--- src/hw/rtl/aarm_out_skid.sv ---
module aarm_out_skid #(
  parameter int W = 144
) (
  input  logic         clk,
  input  logic         rst_n,
  output logic         pipe_en,
  input  logic         vld_i,
  input  logic [W-1:0] data_i,
  output logic         m_vld,
  output logic [W-1:0] m_data,
  input  logic         m_ready
);

  logic         out_vld_r, out_vld_nxt;
  logic         skid_vld_r, skid_vld_nxt;
  logic [W-1:0] out_data_r, out_data_nxt;
  logic [W-1:0] skid_data_r, skid_data_nxt;
  logic         arrive;

  // pipeline moves only while the skid slot is free
  assign pipe_en = !skid_vld_r;
  assign arrive  = vld_i && !skid_vld_r;

  always_comb begin
    out_vld_nxt   = out_vld_r;
    skid_vld_nxt  = skid_vld_r;
    out_data_nxt  = out_data_r;
    skid_data_nxt = skid_data_r;
    if (skid_vld_r) begin
      if (m_ready) begin
        out_data_nxt = skid_data_r;
        skid_vld_nxt = 1'b0;
      end
    end else if (!out_vld_r || m_ready) begin
      out_vld_nxt  = arrive;
      out_data_nxt = data_i;
    end else if (arrive) begin
      skid_vld_nxt  = 1'b1;
      skid_data_nxt = data_i;
    end
  end

  always_ff @(posedge clk) begin
    if (!rst_n) begin
      out_vld_r  <= 1'b0;
      skid_vld_r <= 1'b0;
    end else begin
      out_vld_r  <= out_vld_nxt;
      skid_vld_r <= skid_vld_nxt;
    end
  end

  always_ff @(posedge clk) begin
    out_data_r  <= out_data_nxt;
    skid_data_r <= skid_data_nxt;
  end

  assign m_vld  = out_vld_r;
  assign m_data = out_data_r;

endmodule

--- config.mk ---
export PLATFORM = sky130hd
export DESIGN_NAME = aarm_out_skid
export DESIGN_NICKNAME = d
export VERILOG_FILES = /design/src/hw/rtl/aarm_out_skid.sv
export SDC_FILE = /design/constraint.sdc
export NUM_CORES = 1
export LEC_CHECK = 0
export BUFFER_PORTS_ARGS = -buffer_cell sky130_fd_sc_hd__buf_2
export CAP_MARGIN = 15
export CORE_MARGIN = 2
export CORE_UTILIZATION = 24
export DETAILED_ROUTE_END_ITERATION = 7
export PLACE_DENSITY = 0.41
export SETUP_SLACK_MARGIN = 0.2
export SYNTH_ARGS = -nofsm -noshare
export SYNTH_HDL_FRONTEND = slang
export SYNTH_SLANG_ARGS = --single-unit
--- constraint.sdc ---
create_clock -name clk -period 19.14 [get_ports clk]
set_clock_uncertainty 0.2 [all_clocks]
set_input_delay 3.828 -clock clk [delete_from_list [all_inputs] [get_ports clk]]
set_output_delay 3.828 -clock clk [all_outputs]
set_load 0.005 [all_outputs]
==> impl_metrics.tcl <==
set metrics [dict create \
    fp.dieW_um 217 \
    r2r_start "skid_vld_r$_SDFF_PN0_" \
    setup_viol 0 \
    grt_first_pass_wirelength_um 35700 \
    vdd_drop_max_v 0.0000577 \
    rows 78 \
    min_period_ns 5.86 \
    drtIter0Drc 273 \
    gp_routability_congestion 0.684 \
    power.leakage_uw 0.00542 \
    clock_path_buffers 3 \
    port_buffers 293 \
    cts_max_level 2 \
    cts.sinks 290 \
    cts_buffers 35 \
    cts_tree "yes" \
    coreArea_sq_mm 0.0452 \
    timing.final.crit_share_pct 30.6 \
    die_h_um 217 \
    ys_seq_elements 290 \
    clkTransAtPathRegs_ns 0.06 \
    fin_nets 926 \
    drc_errors 0 \
    syn_avg_cell_area_sq_um 23.7 \
    setup_slack_ns 13.28 \
    critPathMaxStageDelay_ns 1.00 \
    pre_cts_slack_ns 13.57 \
    ant_nets 0 \
    cp_slowest_cell "dfxtp_4" \
    max_freq_mhz 171 \
    die-area_sq_mm 0.0473 \
    path_cells "inv_1, buf_2" \
    arrival_ns 1.83 \
    synth_area_sq_mm 0.0109 \
    outcome "completed" \
    wl_um 24100 \
    layout-drive-gt1-share_pct 60.9 \
    syn2layout_area_growth_pct 29.7 \
    tns_ns 0 \
    ys_seq_area_share_pct 79.5 \
    grt_pass1_vias 5642 \
    initial_core_util_pct 24.2 \
    synth_cells 461 \
    grt_usage_pct 10.0 \
    critPathCaptureType "primary output" \
    grt_max_degree 145 \
    hold_path_class "flop to flop" \
    synth_cell_types 15 \
    clock_latency_ns 0.52 \
    tightest_slew_ns 1.17 \
    worstSetupPathType "flop to primary output" \
    cts_root_buf "clkbuf_16" \
    antenna_found_initial 6 \
    rsz0062_at_grt "no" \
    place.detailed.hpwl_um 15000 \
    post_cts_resized 0 \
    worst-path-max-fanout 53 \
    drv_cap 0 \
    slew_headroom_pct 21.9 \
    grt-ovfl-total 0 \
    start_kind "flop" \
    crit_required_ns 15.11 \
    ctsHoldBuffers 0 \
    num_vias 5346 \
    min_from "skid_data_r[66]$_DFFE_PP_" \
    first_pass_iters 4 \
    finalMaxSlewViolations 0 \
    post_cts_buffers 0 \
    ys.warnings.count 0 \
    powerDensity_mw_per_mm2 107 \
    critPathLaunch "skid_vld_r$_SDFF_PN0_" \
    wl_per_cell_um 17.2 \
    boundaryPins 294 \
    hold_viol_final 0 \
    vias_per_cell 3.81 \
    syn-num-nets 609 \
]
-- placed cells by master (no fill, tap or decap) --
master	instances
inv_1	1
clkinv_1	8
nand2_1	2
clkbuf_16	37
clkinv_2	1
nor2b_1	1
a21oi_1	1
buf_2	293
dfxtp_4	1
dfxtp_1	1
o21ai_0	1
nor3_2	1
nand2b_1	1
clkinvlp_4	1
mux2_4	106
mux2_2	38
diode_2	2
buf_4	2
buf_12	2
clkbuf_1	8
o21bai_4	1
edfxtp_1	288
bufinv_16	4
nand3b_1	1
-- power breakdown --
part / switching, uW / leakage (uW) / internal [uW]
sequential: 10.5 / 0.00281 / 742
combinational: 47.8 / 0.00207 / 54.5
clock: 252 / 0.000539 / 404
-- final timing paths --
kind,end,slack (ns),depth (start not counted)
max,pipe_en,13.28,2
min,m_data[66]$_DFFE_PP_,0.34,1
min reg2reg,m_data[66]$_DFFE_PP_,0.34,1
max reg2reg,skid_data_r[126]$_DFFE_PP_,15.66,3
-- synthesized netlist by cell type, drive strengths merged --
| cell type | instances | area share, % |
|---|---|---|
| edfxtp | 288 | 79 |
| o21bai | 1 | 0.069 |
| nand3b | 1 | 0.069 |
| dfxtp | 2 | 0.37 |
| buf | 17 | 1.6 |
| a21oi | 1 | 0.046 |
| o21ai | 1 | 0.046 |
| nor3 | 1 | 0.046 |
| mux2 | 144 | 18 |
| nand2b | 1 | 0.057 |
| nand2 | 2 | 0.069 |
| nor2b | 1 | 0.057 |
| inv | 1 | 0.034 |
-- area by class of cell --
type	count	area [sq um]
antenna	2	5.00
clock buffer	45	956
clock inverter	14	163
fill	4466	31000
inverter	1	3.75
multi-input combinational	153	2090
sequential	290	8690
tap	600	751
timing repair buffer	297	1520
-- sequential cells by signal, indices dropped and copies added, names as in the netlist --
register and cells:
m_data 144, skid_data_r 144, m_vld 1, skid_vld_r 1
-- critical path: cells and delay by family, from the launching register on --
kind | cells | cell delay, ns
buffers and inverters | 2 | 0.30
DFF | 1 | 1.00
-- stage by stage --
stage          instances  power, uW  util, %  area, sq um  hold WS (ns)
2_1_floorplan        461        816        -        10900         0.277
3_3_place_gp        1341        871     28.9        13100         0.326
3_5_place_dp        1341        872     28.9        13100         0.331
4_1_cts             1400       1540     31.4        14200         0.341
5_1_grt             1401       1580     31.4        14200         0.353
6_report            1402       1510     31.4        14200         0.340
-- cells by family after synthesis --
family / after synthesis / synth area share [%]
AND/OR/NAND/NOR: 6 / 0.298
buffers and inverters: 18 / 1.61
multiplexers: 144 / 18.5
flip-flops: 290 / 79.5
AO/OA/AOI/OAI: 3 / 0.160
-- metal layers --
metal  up-vias  wire [um]  share of wire (%)  GRT usage, %
li1       2474          -                  -             -
met1      2626      10400                 43          12.6
met4         8        655                2.7          3.70
met5         -         47               0.20             0
met3        49       2250                9.3          4.80
met2       189      10700                 44          15.0
(Power assumes the default switching activity.)
