$ cat src/hw/rtl/aarm_pkg.sv
package aarm_pkg;

  // defaults for the top level parameters
  localparam int DATA_BITS_DEF  = 16;
  localparam int ANGLE_BITS_DEF = 16;

  // cordic datapath: q30 vector, 32-bit binary angle
  localparam int CORDIC_STEPS = 30;
  localparam int CORDIC_W     = 32;
  localparam int CORDIC_FRAC  = 30;

  typedef logic signed [CORDIC_W-1:0] cordic_word_t;

  // inverse cordic gain, q30
  localparam cordic_word_t CORDIC_GAIN = 32'sd652032874;

  typedef logic [CORDIC_W-1:0] atan_tab_t [CORDIC_STEPS];

  // arctangent of 2^-i in 32-bit binary angle units, truncated
  localparam atan_tab_t ATAN_TAB = '{
    32'h20000000, 32'h12E4051D, 32'h09FB385B, 32'h051111D4, 32'h028B0D43,
    32'h0145D7E1, 32'h00A2F61E, 32'h00517C55, 32'h0028BE53, 32'h00145F2E,
    32'h000A2F98, 32'h000517CC, 32'h00028BE6, 32'h000145F3, 32'h0000A2F9,
    32'h0000517C, 32'h000028BE, 32'h0000145F, 32'h00000A2F, 32'h00000517,
    32'h0000028B, 32'h00000145, 32'h000000A2, 32'h00000051, 32'h00000028,
    32'h00000014, 32'h0000000A, 32'h00000005, 32'h00000002, 32'h00000001
  };

  // per-stage pipeline control
  typedef struct packed {
    logic en;
    logic vld;
  } stage_ctrl_t;

endpackage

$ cat src/hw/rtl/aarm_cordic_cell.sv
module aarm_cordic_cell #(
  parameter int STEP   = 0,
  parameter int SIDE_W = 49
) (
  input  logic                 clk,
  input  logic                 rst_n,
  input  aarm_pkg::stage_ctrl_t ctrl_i,
  input  aarm_pkg::cordic_word_t cx_i,
  input  aarm_pkg::cordic_word_t cy_i,
  input  aarm_pkg::cordic_word_t cz_i,
  input  logic [SIDE_W-1:0]    side_i,
  output logic                 vld_o,
  output aarm_pkg::cordic_word_t cx_o,
  output aarm_pkg::cordic_word_t cy_o,
  output aarm_pkg::cordic_word_t cz_o,
  output logic [SIDE_W-1:0]    side_o
);
  import aarm_pkg::*;

  logic              vld_r;
  cordic_word_t      cx_r, cy_r, cz_r;
  cordic_word_t      cx_nxt, cy_nxt, cz_nxt;
  cordic_word_t      dx, dy;
  logic [SIDE_W-1:0] side_r;

  // one micro-rotation, direction from the sign of the residual angle
  always_comb begin
    dx = cy_i >>> STEP;
    dy = cx_i >>> STEP;
    if (!cz_i[CORDIC_W-1]) begin
      cx_nxt = cx_i - dx;
      cy_nxt = cy_i + dy;
      cz_nxt = cz_i - cordic_word_t'(ATAN_TAB[STEP]);
    end else begin
      cx_nxt = cx_i + dx;
      cy_nxt = cy_i - dy;
      cz_nxt = cz_i + cordic_word_t'(ATAN_TAB[STEP]);
    end
  end

  always_ff @(posedge clk) begin
    if (!rst_n) begin
      vld_r <= 1'b0;
    end else if (ctrl_i.en) begin
      vld_r <= ctrl_i.vld;
    end
  end

  always_ff @(posedge clk) begin
    if (ctrl_i.en) begin
      cx_r   <= cx_nxt;
      cy_r   <= cy_nxt;
      cz_r   <= cz_nxt;
      side_r <= side_i;
    end
  end

  assign vld_o  = vld_r;
  assign cx_o   = cx_r;
  assign cy_o   = cy_r;
  assign cz_o   = cz_r;
  assign side_o = side_r;

endmodule

$ cat config.mk
export PLATFORM = sky130hd
export DESIGN_NAME = aarm_cordic_cell
export DESIGN_NICKNAME = d
export VERILOG_FILES = /design/src/hw/rtl/aarm_pkg.sv /design/src/hw/rtl/aarm_cordic_cell.sv
export SDC_FILE = /design/constraint.sdc
export NUM_CORES = 1
export LEC_CHECK = 0
export BUFFER_PORTS_ARGS = -buffer_cell sky130_fd_sc_hd__buf_2
export CORE_UTILIZATION = 30
export DETAILED_ROUTE_END_ITERATION = 8
export GPL_ROUTABILITY_DRIVEN = 0
export GPL_TIMING_DRIVEN = 0
export PLACE_DENSITY = 0.58
export SYNTH_ARGS = -nofsm -noshare
export SYNTH_HDL_FRONTEND = slang
export SYNTH_SLANG_ARGS = --single-unit
$ cat constraint.sdc
create_clock -name clk -period 4.4 [get_ports clk]
set_input_delay 0.44 -clock clk [delete_from_list [all_inputs] [get_ports clk]]
set_output_delay 0.44 -clock clk [all_outputs]
set_load 0.02 [all_outputs]
==> qor.tcl, run 1 <==
set qor(timing_worst_setup_path_type) {in2reg}
set qor(netSwitchingFraction_pct) 33.7
set qor(avgRoutedWirePerCell_um) 18.9
set qor(antenna_found_initial) 0
set qor(top_reg_cell_synth) {edfxtp_1}
set qor(max_cap_viol_count) 0
set qor(power.clock.fraction_pct) 30.1
set qor(run_status) {complete, no violations}
set qor(drt_drc_violations_left) 0
set qor(finalSetupTns_ps) 0
set qor(cts.sinks) 145
set qor(grt.overflow.total) 0
set qor(grt_util_met1_pct) 24.3
set qor(place.detailed.hpwl_um) 27500
set qor(total_cts_buffers) 17
set qor(syn_avg_cell_area_um2) 10.0
set qor(ys_warn_count) 0
set qor(drt_iter0_markers) 708
set qor(worst_hold_path_type) {in2reg}
set qor(worst_setup_path_start_kind) {primary input}
set qor(p_seq_share_pct) 39.1
set qor(post_synth_instance_area_um2) 9950
set qor(power.combinational.fraction_pct) 30.8
set qor(hold-path-cell-count) 1
set qor(setup_viol) 0
set qor(die-width_um) 184
set qor(crit_fanout) 4
set qor(area_growth_syn_to_layout_pct) 26.3
set qor(yosys.cell_types.count) 72
set qor(seq_area_frac_synth_pct) 43.7
set qor(first_global_vias) 8615
set qor(timing.reg2reg.worst_path_depth) 2
set qor(fin_ws_ps) 1120
set qor(finish.utilization_pct) 38.5
set qor(clock-skew-final_ps) 0
set qor(initial_cell_density_of_the_core_pct) 30.5
set qor(final_layout_fill_cell_count) 3269
set qor(grt_pass1_wl_um) 49200
set qor(clk_pin_slew_ps) 60
set qor(postCtsSetupRepairBufs) 0
set qor(syn-num-nets) 1248
set qor(sequential_cell_area_um2) 4340
set qor(clock_latency_ps) 420
set qor(multiInputGateArea_um2) 5050
set qor(cp_data_required_time_ps) 4560
set qor(timing.critical_path.from) {cx_i[0]}
set qor(synth-xor-area-share_pct) 5.46
set qor(globalRouteTotalUtil_pct) 19.4
set qor(num_vias) 8977
set qor(synth_enable_flop_cells) 144
set qor(routed_via_density) 5.09
set qor(reg2reg_setup_slack_ps) 3790
set qor(p_switching_w) 0.00154
set qor(dp_slack_ps) 719
set qor(fp.dieArea_um2) 33900
set qor(fp.dieH_um) 184
set qor(period_minus_slack_ps) 3280
set qor(synth-compound-area-share_pct) 20.3
set qor(grt_util_met3_pct) 4.07
set qor(clock_tree.htree_level_count) 4
set qor(placementRows) 66
set qor(postSynthRegisterBits) 145
set qor(grt_setup_unrepaired) {no}
set qor(internal_pwr_total_w) 0.00302
set qor(critPathCaptureType) {register}
set qor(timing.final.max_slew_violations) 0
set qor(dominant_combinational_cell_family_by_area_after_synthesis) {compound AO/OA/AOI/OAI gates}
set qor(postRouteAntennaNets) 0
set qor(post_cts.resized_instances) 0
set qor(dpl.cell_count) 1730
set qor(power.total_w) 0.00456
set qor(firstDrtPassIters) 5
set qor(synthSimpleGateAreaFrac_pct) 10.2
set qor(ir_worst_vdd_uv) 273
set qor(n_antenna_cell) 0
set qor(power-per-cell-area_nw_per_um2) 363
set qor(synthesis.instances) 994
set qor(cp_data_arrival_time_ps) 3450
set qor(fin_cells) 1762
set qor(timing.slew.headroom_pct) 45.1
set qor(final_layout_size_suffix_gt1_share_pct) 28.3
set qor(global_route.peak_usage_layer) {met2}
set qor(r2r_startpoint) {vld_o}
set qor(standard_cell_core_area_um2) 32600
set qor(floorplan.io_pins) 295
set qor(clock_tree.root_cell) {clkbuf_16}
set qor(mux_share_of_post_synthesis_cell_area_pct) 1.33
set qor(clock_tree.buffer_depth) 2
set qor(hold_end) {side_o[36]}
set qor(area_share_of_fa_ha_maj_cells_after_synthesis_pct) 13.4
set qor(maxClockFrequency_ghz) 0.304
set qor(global_route_met2_utilization_pct) 32.2
set qor(final_net_count) 1561
set qor(hold_violations) 0
set qor(asyncSetResetFlopFracSynth_pct) 0
set qor(share_of_the_cycle_needed_by_the_critical_path_after_routing_pct) 74.6
set qor(cts-hold-fix-buffers) 0
set qor(overall_routed_net_length_um) 33400
set qor(port_buffers) 293
set qor(total_leakage_power_nw) 5.51
set qor(hold_path_startpoint) {side_i[36]}
set qor(timing.rr.end) {vld_o}
set qor(grt_max_degree) 79
set qor(tritoncts_clock_tree) {built}
set qor(timing_worst_slew_pin_value_ps) 816
critical path, stage by stage:
cell and delay (ps):
buf_2 120, ha_1 220, fa_1 410, nor2b_1 190, o311ai_2 400, a211oi_2 200
a21oi_2 230, nor2_1 140, a211o_1 330, a2111oi_2 380, o311ai_1 190, xnor2_1 180
placed cells by master, fill, tap and decap left out, types with 4 or more instances in the layout:
cell type and instances:
nand4_1 12, o21ai_1 12, o31ai_1 8, nor3_1 21, o211ai_1 8, a211o_1 5
nor2b_1 11, ha_1 102, nand3_1 14, o22ai_1 4, nand2b_1 6, buf_1 7
or3_1 4, buf_2 300, o21ai_0 46, nor4_1 8, o21bai_1 17, a21o_1 23
nor2_1 88, a31oi_1 5, mux2i_1 11, clkbuf_1 25, o21a_1 6, edfxtp_1 144
clkbuf_16 17, xor2_1 5, inv_2 8, nand2_1 38, xnor2_1 57, inv_1 87
o31a_1 4, a31o_2 4, a211oi_1 11, a21oi_1 122
metrics by stage:
stage / cell area [µm²] / hold slack [ps]
after global placement: 12000 / 493
final: 12600 / 191
after CTS: 12600 / 163
after detailed placement: 12000 / 542
after global routing: 12600 / 168
after floorplan: 9950 / 539
area by class of cell:
class / instances / share of cell area (%)
Buffer: 42 / 1.51
Clock buffer: 21 / 3.66
Clock inverter: 11 / 0.846
Inverter: 98 / 2.93
Multi-Input combinational cell: 709 / 40.2
Sequential cell: 145 / 34.6
Tap cell: 442 / 4.40
Timing Repair Buffer: 294 / 11.9
worst max path at each step:
stage	to	slack (ps)	cells past startpoint
global placement	cy_o[30]	800	12
floorplan	cy_o[30]	1410	11
detailed placement	cy_o[30]	720	12
CTS	cy_o[30]	1170	12
global route	cy_o[30]	990	12
finish	cy_o[30]	1120	12
sequential cells by signal, summed over array words and instances (netlist names):
| name | count |
|---|---|
| vld_o | 1 |
| cx_o | 31 |
| cy_o | 32 |
| cz_o | 32 |
| side_o | 49 |
power groups by stage:
stage          sequential, W  clock, W  combinational [W]
2_1_floorplan        0.00202         0           0.000643
3_3_place_gp         0.00182         0            0.00138
3_5_place_dp         0.00182         0            0.00139
4_1_cts              0.00179   0.00141            0.00139
5_1_grt              0.00180   0.00146            0.00151
6_report             0.00178   0.00137            0.00140
kinds of logic after synthesis:
family,after synthesis
buf+inv,140
compound gates,312
flops,145
simple gates,217
mux,13
xor+xnor,62
fa+ha+maj,105
per-layer routing:
metal	wire length, µm	vias up
met5	0	-
li1	-	4204
met4	1010	0
met3	2800	70
met1	14000	4230
met2	15600	473
cell usage after synthesis (5+ instances only):
cell	n	share of area [%]
a211o_1	5	0.44
ha_1	102	13
inv_1	87	3.3
xnor2_1	57	5.0
buf_2	8	0.40
nor3_1	21	1.1
nand4_1	12	0.75
o211ai_1	8	0.60
inv_2	8	0.30
nand2b_1	6	0.38
a21o_1	23	1.7
nor2_1	88	3.3
a21oi_1	122	6.1
o21a_1	6	0.45
nand3_1	14	0.70
o21bai_1	17	1.3
o21ai_1	12	0.60
clkbuf_1	23	0.87
a31oi_1	5	0.31
xor2_1	5	0.44
edfxtp_1	144	43
o21ai_0	46	2.3
mux2i_1	11	1.1
a211oi_1	11	0.83
nor4_1	8	0.50
buf_1	7	0.26
nand2_1	38	1.4
o31ai_1	8	0.60
nor2b_1	11	0.69
(Power assumes the default switching activity.)
==> run 2: changes to the inputs <==
--- a/config.mk
+++ b/config.mk
@@ -5,12 +5,13 @@
 export SDC_FILE = /design/constraint.sdc
 export NUM_CORES = 1
 export LEC_CHECK = 0
+export ABC_AREA = 1
 export BUFFER_PORTS_ARGS = -buffer_cell sky130_fd_sc_hd__buf_2
 export CORE_UTILIZATION = 30
 export DETAILED_ROUTE_END_ITERATION = 8
 export GPL_ROUTABILITY_DRIVEN = 0
 export GPL_TIMING_DRIVEN = 0
-export PLACE_DENSITY = 0.58
+export PLACE_DENSITY = 0.57
 export SYNTH_ARGS = -nofsm -noshare
 export SYNTH_HDL_FRONTEND = slang
 export SYNTH_SLANG_ARGS = --single-unit
==> constraint.sdc (replaced) <==
create_clock -name clk -period 3.05 [get_ports clk]
set_input_delay 0.305 -clock clk [delete_from_list [all_inputs] [get_ports clk]]
set_output_delay 0.305 -clock clk [all_outputs]
set_load 0.02 [all_outputs]
==> qor.tcl, run 2 <==
set qor(run_status) {complete, no violations} ;# unchanged
set qor(hold_violations) 0 ;# unchanged
set qor(grt_max_degree) 77 ;# was 79
set qor(globalRouteTotalUtil_pct) 20.8 ;# was 19.4%
set qor(clock_tree.htree_level_count) 4 ;# unchanged
set qor(clk_pin_slew_ps) 60 ;# about the same
set qor(finalSetupTns_ps) 0 ;# unchanged
set qor(max_cap_viol_count) 0 ;# unchanged
set qor(clock_tree.buffer_depth) 2 ;# unchanged
set qor(clock-skew-final_ps) 0 ;# unchanged
set qor(syn_avg_cell_area_um2) 6.93 ;# was 10.0 µm²
set qor(timing_worst_setup_path_type) {in2reg} ;# unchanged
set qor(dpl.cell_count) 2536 ;# was 1730
set qor(clock_tree.root_cell) {clkbuf_16} ;# unchanged
set qor(post-synth-top-area-cell) {edfxtp_1} ;# unchanged
set qor(tritoncts_clock_tree) {built} ;# unchanged
set qor(synthesis.instances) 1724 ;# was 994
set qor(fin_cells) 2568 ;# was 1762
set qor(yosys.cell_types.count) 34 ;# was 72
set qor(cts.sinks) 145 ;# unchanged
set qor(first_global_vias) 11400 ;# was 8615
set qor(layout_common_cells) {nand2_1, inv_1, buf_2} ;# was buf_2, edfxtp_1, a21oi_1
set qor(post_cts.resized_instances) 0 ;# unchanged
set qor(commonest_cells_post_synth) {nand2_1, inv_1, nand3_1} ;# was edfxtp_1, a21oi_1, ha_1
set qor(grt_pass1_wl_um) 63800 ;# was 49200 µm
set qor(antenna_found_initial) 0 ;# unchanged
set qor(asyncSetResetFlopFracSynth_pct) 0 ;# unchanged
set qor(timing.slew.headroom_pct) 39.0 ;# was 45.1%
set qor(post_synth_instance_area_um2) 11900 ;# was 9950 µm²
set qor(die-width_um) 202 ;# was 184 µm
set qor(initial_cell_density_of_the_core_pct) 30.6 ;# was 30.5%
set qor(cp_data_arrival_time_ps) 2280 ;# was 3450 ps
set qor(floorplan.io_pins) 295 ;# unchanged
set qor(most_repeated_cell_in_the_gate_level_netlist_after_synthesis) {nand2_1} ;# was edfxtp_1
set qor(fp.dieH_um) 202 ;# was 184 µm
set qor(grt.overflow.total) 0 ;# unchanged
set qor(crit_fanout) 4 ;# unchanged
set qor(final_net_count) 2291 ;# was 1561
set qor(routed_via_density) 4.70 ;# was 5.09
set qor(fp.dieArea_um2) 40600 ;# was 33900 µm²
set qor(share_of_the_cycle_needed_by_the_critical_path_after_routing_pct) 69.0
set qor(setup_viol) 0 ;# unchanged
set qor(port_buffers) 293 ;# unchanged
set qor(total_leakage_power_nw) 8.05 ;# was 5.51 nW
set qor(worst_setup_path_start_kind) {primary input} ;# unchanged
set qor(maxClockFrequency_ghz) 0.476
set qor(cts-hold-fix-buffers) 0 ;# unchanged
set qor(avgRoutedWirePerCell_um) 16.6 ;# was 18.9 µm
set qor(power-per-cell-area_nw_per_um2) 479 ;# was 363 nW/µm²
set qor(drt_drc_violations_left) 0 ;# unchanged
set qor(place.detailed.hpwl_um) 35100 ;# was 27500 µm
set qor(power.total_w) 0.00705 ;# was 0.00456 W
set qor(drt_iter0_markers) 870 ;# was 708
set qor(seq_area_frac_synth_pct) 36.4 ;# was 43.7%
set qor(netlist_top_cells_area) {edfxtp_1, nand2_1, inv_1, ha_1, nand3_1} ;# was edfxtp_1, ha_1, a21oi_1, xnor2_1, nor2_1
set qor(postRouteAntennaNets) 0 ;# unchanged
set qor(standard_cell_core_area_um2) 39000 ;# was 32600 µm²
set qor(firstDrtPassIters) 5 ;# unchanged
set qor(ir_worst_vdd_uv) 332 ;# was 273 µV
set qor(final_common_cell) {nand2_1} ;# was buf_2
set qor(period_minus_slack_ps) 2100
set qor(critPathCaptureType) {register} ;# unchanged
set qor(cp_data_required_time_ps) 3230 ;# was 4560 ps
set qor(grt_setup_unrepaired) {no} ;# unchanged
set qor(placementRows) 72 ;# was 66
set qor(largest_reg_flops) 49 ;# unchanged
set qor(synthDominantCellAreaShare_pct) 36.2 ;# was 43.4%
set qor(final_layout_size_suffix_gt1_share_pct) 18.1 ;# was 28.3%
set qor(timing.final.max_slew_violations) 0 ;# unchanged
set qor(top_reg_cell_synth) {edfxtp_1} ;# unchanged
set qor(overall_routed_net_length_um) 42500 ;# was 33400 µm
set qor(area_growth_syn_to_layout_pct) 23.3 ;# was 26.3%
set qor(postSynthRegisterBits) 145 ;# unchanged
set qor(syn-num-nets) 1978 ;# was 1248
set qor(num_vias) 12100 ;# was 8977
set qor(clock_latency_ps) 440 ;# was 420 ps
set qor(total_cts_buffers) 17 ;# unchanged
set qor(worst_hold_path_type) {in2reg} ;# unchanged
set qor(n_antenna_cell) 0 ;# unchanged
set qor(ys_warn_count) 0 ;# unchanged
set qor(postCtsSetupRepairBufs) 0 ;# unchanged
set qor(synth_enable_flop_cells) 144 ;# unchanged
set qor(timing_worst_slew_pin_value_ps) 914 ;# was 816 ps
[run 2: cell families after synthesis]
kind of cell | Yosys count | share of synthesized area, %
AOI/OAI and AO/OA | 133 | 5.96
xor gates and xnor gates | 20 | 1.47
adders and majority gates | 105 | 11.2
buffers and inverters | 390 | 13.0
DFF | 145 | 36.4
and+or+nand+nor | 931 | 32.0
[run 2: path summary, 6_finish.rpt]
check	start	end	slack, ps	cells past startpoint
worst max-delay path	cx_i[1]	cy_o[26]	950	14
worst min-delay path	side_i[23]	side_o[23]	40	1
worst max register to register	vld_o	vld_o	2390	2
worst min register to register	vld_o	vld_o	570	2
[run 2: final cells by class]
type	instances	area [µm²]
fillers	4101	24300
multi-input cells	1189	6050
flip-flops and latches	145	4340
repair buffers	294	1500
inverters	349	1310
well taps	518	648
clock buffers	18	429
plain buffers	41	246
clock inverters	14	201
[run 2: per-layer routing]
layer	up-vias	wire [µm]	track usage, %
met5	-	0	0
met3	68	2860	3.13
met4	0	1510	9.52
met2	506	20100	35.6
li1	6007	-	-
met1	5482	18100	25.6
[run 2: power breakdown]
group	leakage, nW	internal, W	switching (W)	total (W)
clock	0.309	0.00138	0.000926	0.00231
sequential	1.42	0.00246	0.0000593	0.00251
combinational	6.32	0.000673	0.00155	0.00222
[run 2: worst max-delay path: stages]
cell and delay, ps:
buf_2 130, inv_1 90, ha_1 330, inv_1 70, o21bai_1 350, inv_1 170
nor2_1 190, nor2_1 60, nand2_1 170, nand2_1 110, nand3_1 80, nand2_1 50
nand3_1 70, nand2_1 100
[run 2: through the flow]
step | util, % | hold WS, ps | worst slack (ps) | cell area, µm²
2_1_floorplan | - | 398 | 1140 | 11900
3_3_place_gp | 36.1 | 481 | -315 | 14100
3_5_place_dp | 36.1 | 483 | 507 | 14100
4_1_cts | 37.8 | 14.2 | 976 | 14700
5_1_grt | 37.8 | 16.3 | 816 | 14700
6_report | 37.8 | 38.4 | 947 | 14700
==> run 3: changes to the inputs <==
--- a/config.mk
+++ b/config.mk
@@ -5,13 +5,13 @@
 export SDC_FILE = /design/constraint.sdc
 export NUM_CORES = 1
 export LEC_CHECK = 0
-export ABC_AREA = 1
+export ABC_AREA = 0
 export BUFFER_PORTS_ARGS = -buffer_cell sky130_fd_sc_hd__buf_2
 export CORE_UTILIZATION = 30
 export DETAILED_ROUTE_END_ITERATION = 8
 export GPL_ROUTABILITY_DRIVEN = 0
 export GPL_TIMING_DRIVEN = 0
-export PLACE_DENSITY = 0.57
+export PLACE_DENSITY = 0.6
 export SYNTH_ARGS = -nofsm -noshare
 export SYNTH_HDL_FRONTEND = slang
 export SYNTH_SLANG_ARGS = --single-unit
==> constraint.sdc (replaced) <==
create_clock -name clk -period 1.7 [get_ports clk]
set_input_delay 0.17 -clock clk [delete_from_list [all_inputs] [get_ports clk]]
set_output_delay 0.17 -clock clk [all_outputs]
set_load 0.02 [all_outputs]
==> qor.tcl, run 3 (same netlist as run 1, synthesis figures left out) <==
set qor(final_common_cell) {buf_2} ;# was nand2_1
set qor(floorplan.io_pins) 295 ;# unchanged
set qor(maxClockFrequency_ghz) 0.379
set qor(first_global_vias) 9463 ;# was 11.4k
set qor(largest_reg_flops) 49 ;# unchanged
set qor(layout_common_cells) {buf_2, edfxtp_1, a21oi_1, ha_1, dlygate4sd3_1} ;# was nand2_1, inv_1, buf_2
set qor(period_minus_slack_ps) 2640
set qor(die-width_um) 184 ;# was 202 µm
set qor(routed_via_density) 5.14 ;# was 4.70
set qor(critPathCaptureType) {register} ;# unchanged
set qor(post_dp_cell_area_um2) 12400 ;# was 14100 µm²
set qor(avgRoutedWirePerCell_um) 19.6 ;# was 16.6 µm
set qor(port_buffers) 293 ;# unchanged
set qor(worst_setup_path_start_kind) {primary input} ;# unchanged
set qor(n_antenna_cell) 0 ;# unchanged
set qor(clock_latency_ps) 430 ;# was 440 ps
set qor(cp.buffers_inverters) 1 ;# was 4
set qor(globalRouteTotalUtil_pct) 21.0 ;# was 20.8%
set qor(crit_chain) {buf_8 > ha_4 > fa_2 > nor2b_4 > o311ai_4 > a211oi_4 > a21oi_2 > nor2_4 > a211o_1 > a2111oi_4 > o211ai_1 > xnor2_1} ;# was buf_2 > inv_1 > ha_1 > inv_1 > o21bai_1 > inv_1 > nor2_1 > nor2_1 > nand2_1 > nand2_1 > nand3_1 > nand2_1 > nand3_1 > nand2_1
set qor(place.detailed.hpwl_um) 27700 ;# was 35100 µm
set qor(clock_tree.htree_level_count) 4 ;# unchanged
set qor(area_growth_syn_to_layout_pct) 57.0 ;# was 23.3%
set qor(clock-skew-final_ps) 0 ;# unchanged
set qor(setup_viol) 50 ;# was 0
set qor(power.total_w) 0.0134 ;# was 0.00705 W
set qor(total_leakage_power_nw) 6.66 ;# was 8.05 nW
set qor(firstDrtPassIters) 5 ;# unchanged
set qor(cp_data_arrival_time_ps) 2810 ;# was 2280 ps
set qor(timing.slew.headroom_pct) 31.7 ;# was 39.0%
set qor(grt_setup_unrepaired) {yes} ;# was no
set qor(clock_tree.root_cell) {clkbuf_16} ;# unchanged
set qor(worst_hold_path_type) {in2reg} ;# unchanged
set qor(critical-path-max-stage-delay_ps) 390 ;# was 350 ps
set qor(cp.depth) 12 ;# was 14
set qor(initial_cell_density_of_the_core_pct) 30.5 ;# was 30.6%
set qor(run_status) {complete, but fails checks} ;# was complete, no violations
set qor(final_net_count) 1704 ;# was 2291
set qor(stdcell_area_um2) 15600 ;# was 14700 µm²
set qor(critical_path.top_delay_family) {compound AO/OA/AOI/OAI gates} ;# was simple AND/OR/NAND/NOR gates
set qor(grt_pass1_wl_um) 53600 ;# was 63800 µm
set qor(antenna_found_initial) 4 ;# was 0
set qor(hold-path-cell-count) 2 ;# was 1
set qor(standard_cell_core_area_um2) 32600 ;# was 39000 µm²
set qor(clock_tree.buffer_depth) 2 ;# unchanged
set qor(timing_worst_slew_pin_value_ps) 1020 ;# was 914 ps
set qor(grt.overflow.total) 0 ;# unchanged
set qor(timing_worst_setup_path_type) {in2reg} ;# unchanged
set qor(timing.final.max_slew_violations) 0 ;# unchanged
set qor(hold_violations) 0 ;# unchanged
set qor(timing.reg2reg.worst_path_depth) 3 ;# was 2
set qor(crit_fanout) 2 ;# was 4
set qor(num_vias) 9783 ;# was 12.1k
set qor(fp.dieH_um) 184 ;# was 202 µm
set qor(cp_data_required_time_ps) 1870 ;# was 3230 ps
set qor(ir_worst_vdd_uv) 717 ;# was 332 µV
set qor(final_layout_size_suffix_gt1_share_pct) 44.2 ;# was 18.1%
set qor(power-per-cell-area_nw_per_um2) 855 ;# was 479 nW/µm²
set qor(clk_pin_slew_ps) 60 ;# about the same
set qor(share_of_the_cycle_needed_by_the_critical_path_after_routing_pct) 155
set qor(max_cap_viol_count) 0 ;# unchanged
set qor(fin_ws_ps) -937 ;# was 947 ps
set qor(crit_slowest_cell) {fa_2} ;# was o21bai_1
set qor(total_cts_buffers) 17 ;# unchanged
set qor(placementRows) 66 ;# was 72
set qor(postRouteAntennaNets) 0 ;# unchanged
set qor(overall_routed_net_length_um) 37400 ;# was 42500 µm
set qor(dp_slack_ps) -1510 ;# was 507 ps
set qor(fin_worst_hold_slack_ps) 127 ;# was 38.4 ps
set qor(cts.sinks) 145 ;# unchanged
set qor(drt_iter0_markers) 771 ;# was 870
set qor(tritoncts_clock_tree) {built} ;# unchanged
set qor(drt_drc_violations_left) 0 ;# unchanged
set qor(violations) {setup timing}
set qor(fp.dieArea_um2) 33900 ;# was 40600 µm²
set qor(grt_max_degree) 76 ;# was 77
## run 3: changes by cell type in the layout (fill, tap and decap cells not counted), sizes merged, moves of 22 or more
cell	previous run	this run
buf	329	379
xnor2	1	57
nand3	160	15
inv	354	96
nand2	620	40
dlygate4sd3	0	81
a21oi	72	124
nor2	113	88
o21ai	37	59
## run 3: path summary, 6_finish.rpt
kind | start | endpoint | slack (ps)
setup reg to reg | vld_o | vld_o | 540
hold / removal | cz_i[30] | cz_o[30] | 130
hold reg to reg | vld_o | vld_o | 1100
setup / recovery | cy_i[0] | cx_o[30] | -940
## run 3: per-layer routing
| metal | track usage (%) | vias up | wire length (µm) |
|---|---|---|---|
| li1 | - | 4485 | - |
| met2 | 34.4 | 573 | 17500 |
| met1 | 26.1 | 4611 | 15300 |
| met3 | 4.25 | 108 | 3040 |
| met4 | 10.4 | 6 | 1500 |
| met5 | 0 | - | 39 |
## run 3: final cells by class
type	instances	area (µm²)
Tap cell	442	553
Buffer	36	254
Clock inverter	13	159
Timing Repair Buffer	443	3010
Sequential cell	145	4340
Multi-Input combinational cell	709	6460
Fill cell	2928	17000
Clock buffer	19	433
Inverter	98	414
## run 3: power by group
part / switching, W / total (W) / leakage [nW] / internal, W
Clock: 0.00151 / 0.00382 / 0.286 / 0.00231
Sequential: 0.000132 / 0.00462 / 1.42 / 0.00448
Combinational: 0.00292 / 0.00492 / 4.95 / 0.00199
Total: 0.00457 / 0.0134 / 6.66 / 0.00879
## run 3: stage by stage
step	setup TNS, ps	std cells	util (%)
floorplan	-22790	994	-
global placement	-244820	1729	38.0
detailed placement	-60340	1730	38.1
CTS	-23220	1878	44.8
global route	-27680	1905	47.9
finish	-26130	1905	47.9
## run 3: what timing repair did
action / in CTS / in global routing
hold buffers: 81 / 0
endpoints found under the setup margin: 60 / 54
pin swaps: 52 / 96
hold endpoints to repair: 80 / 0
setup buffers: 38 / 32
resized for setup: 110 / 179
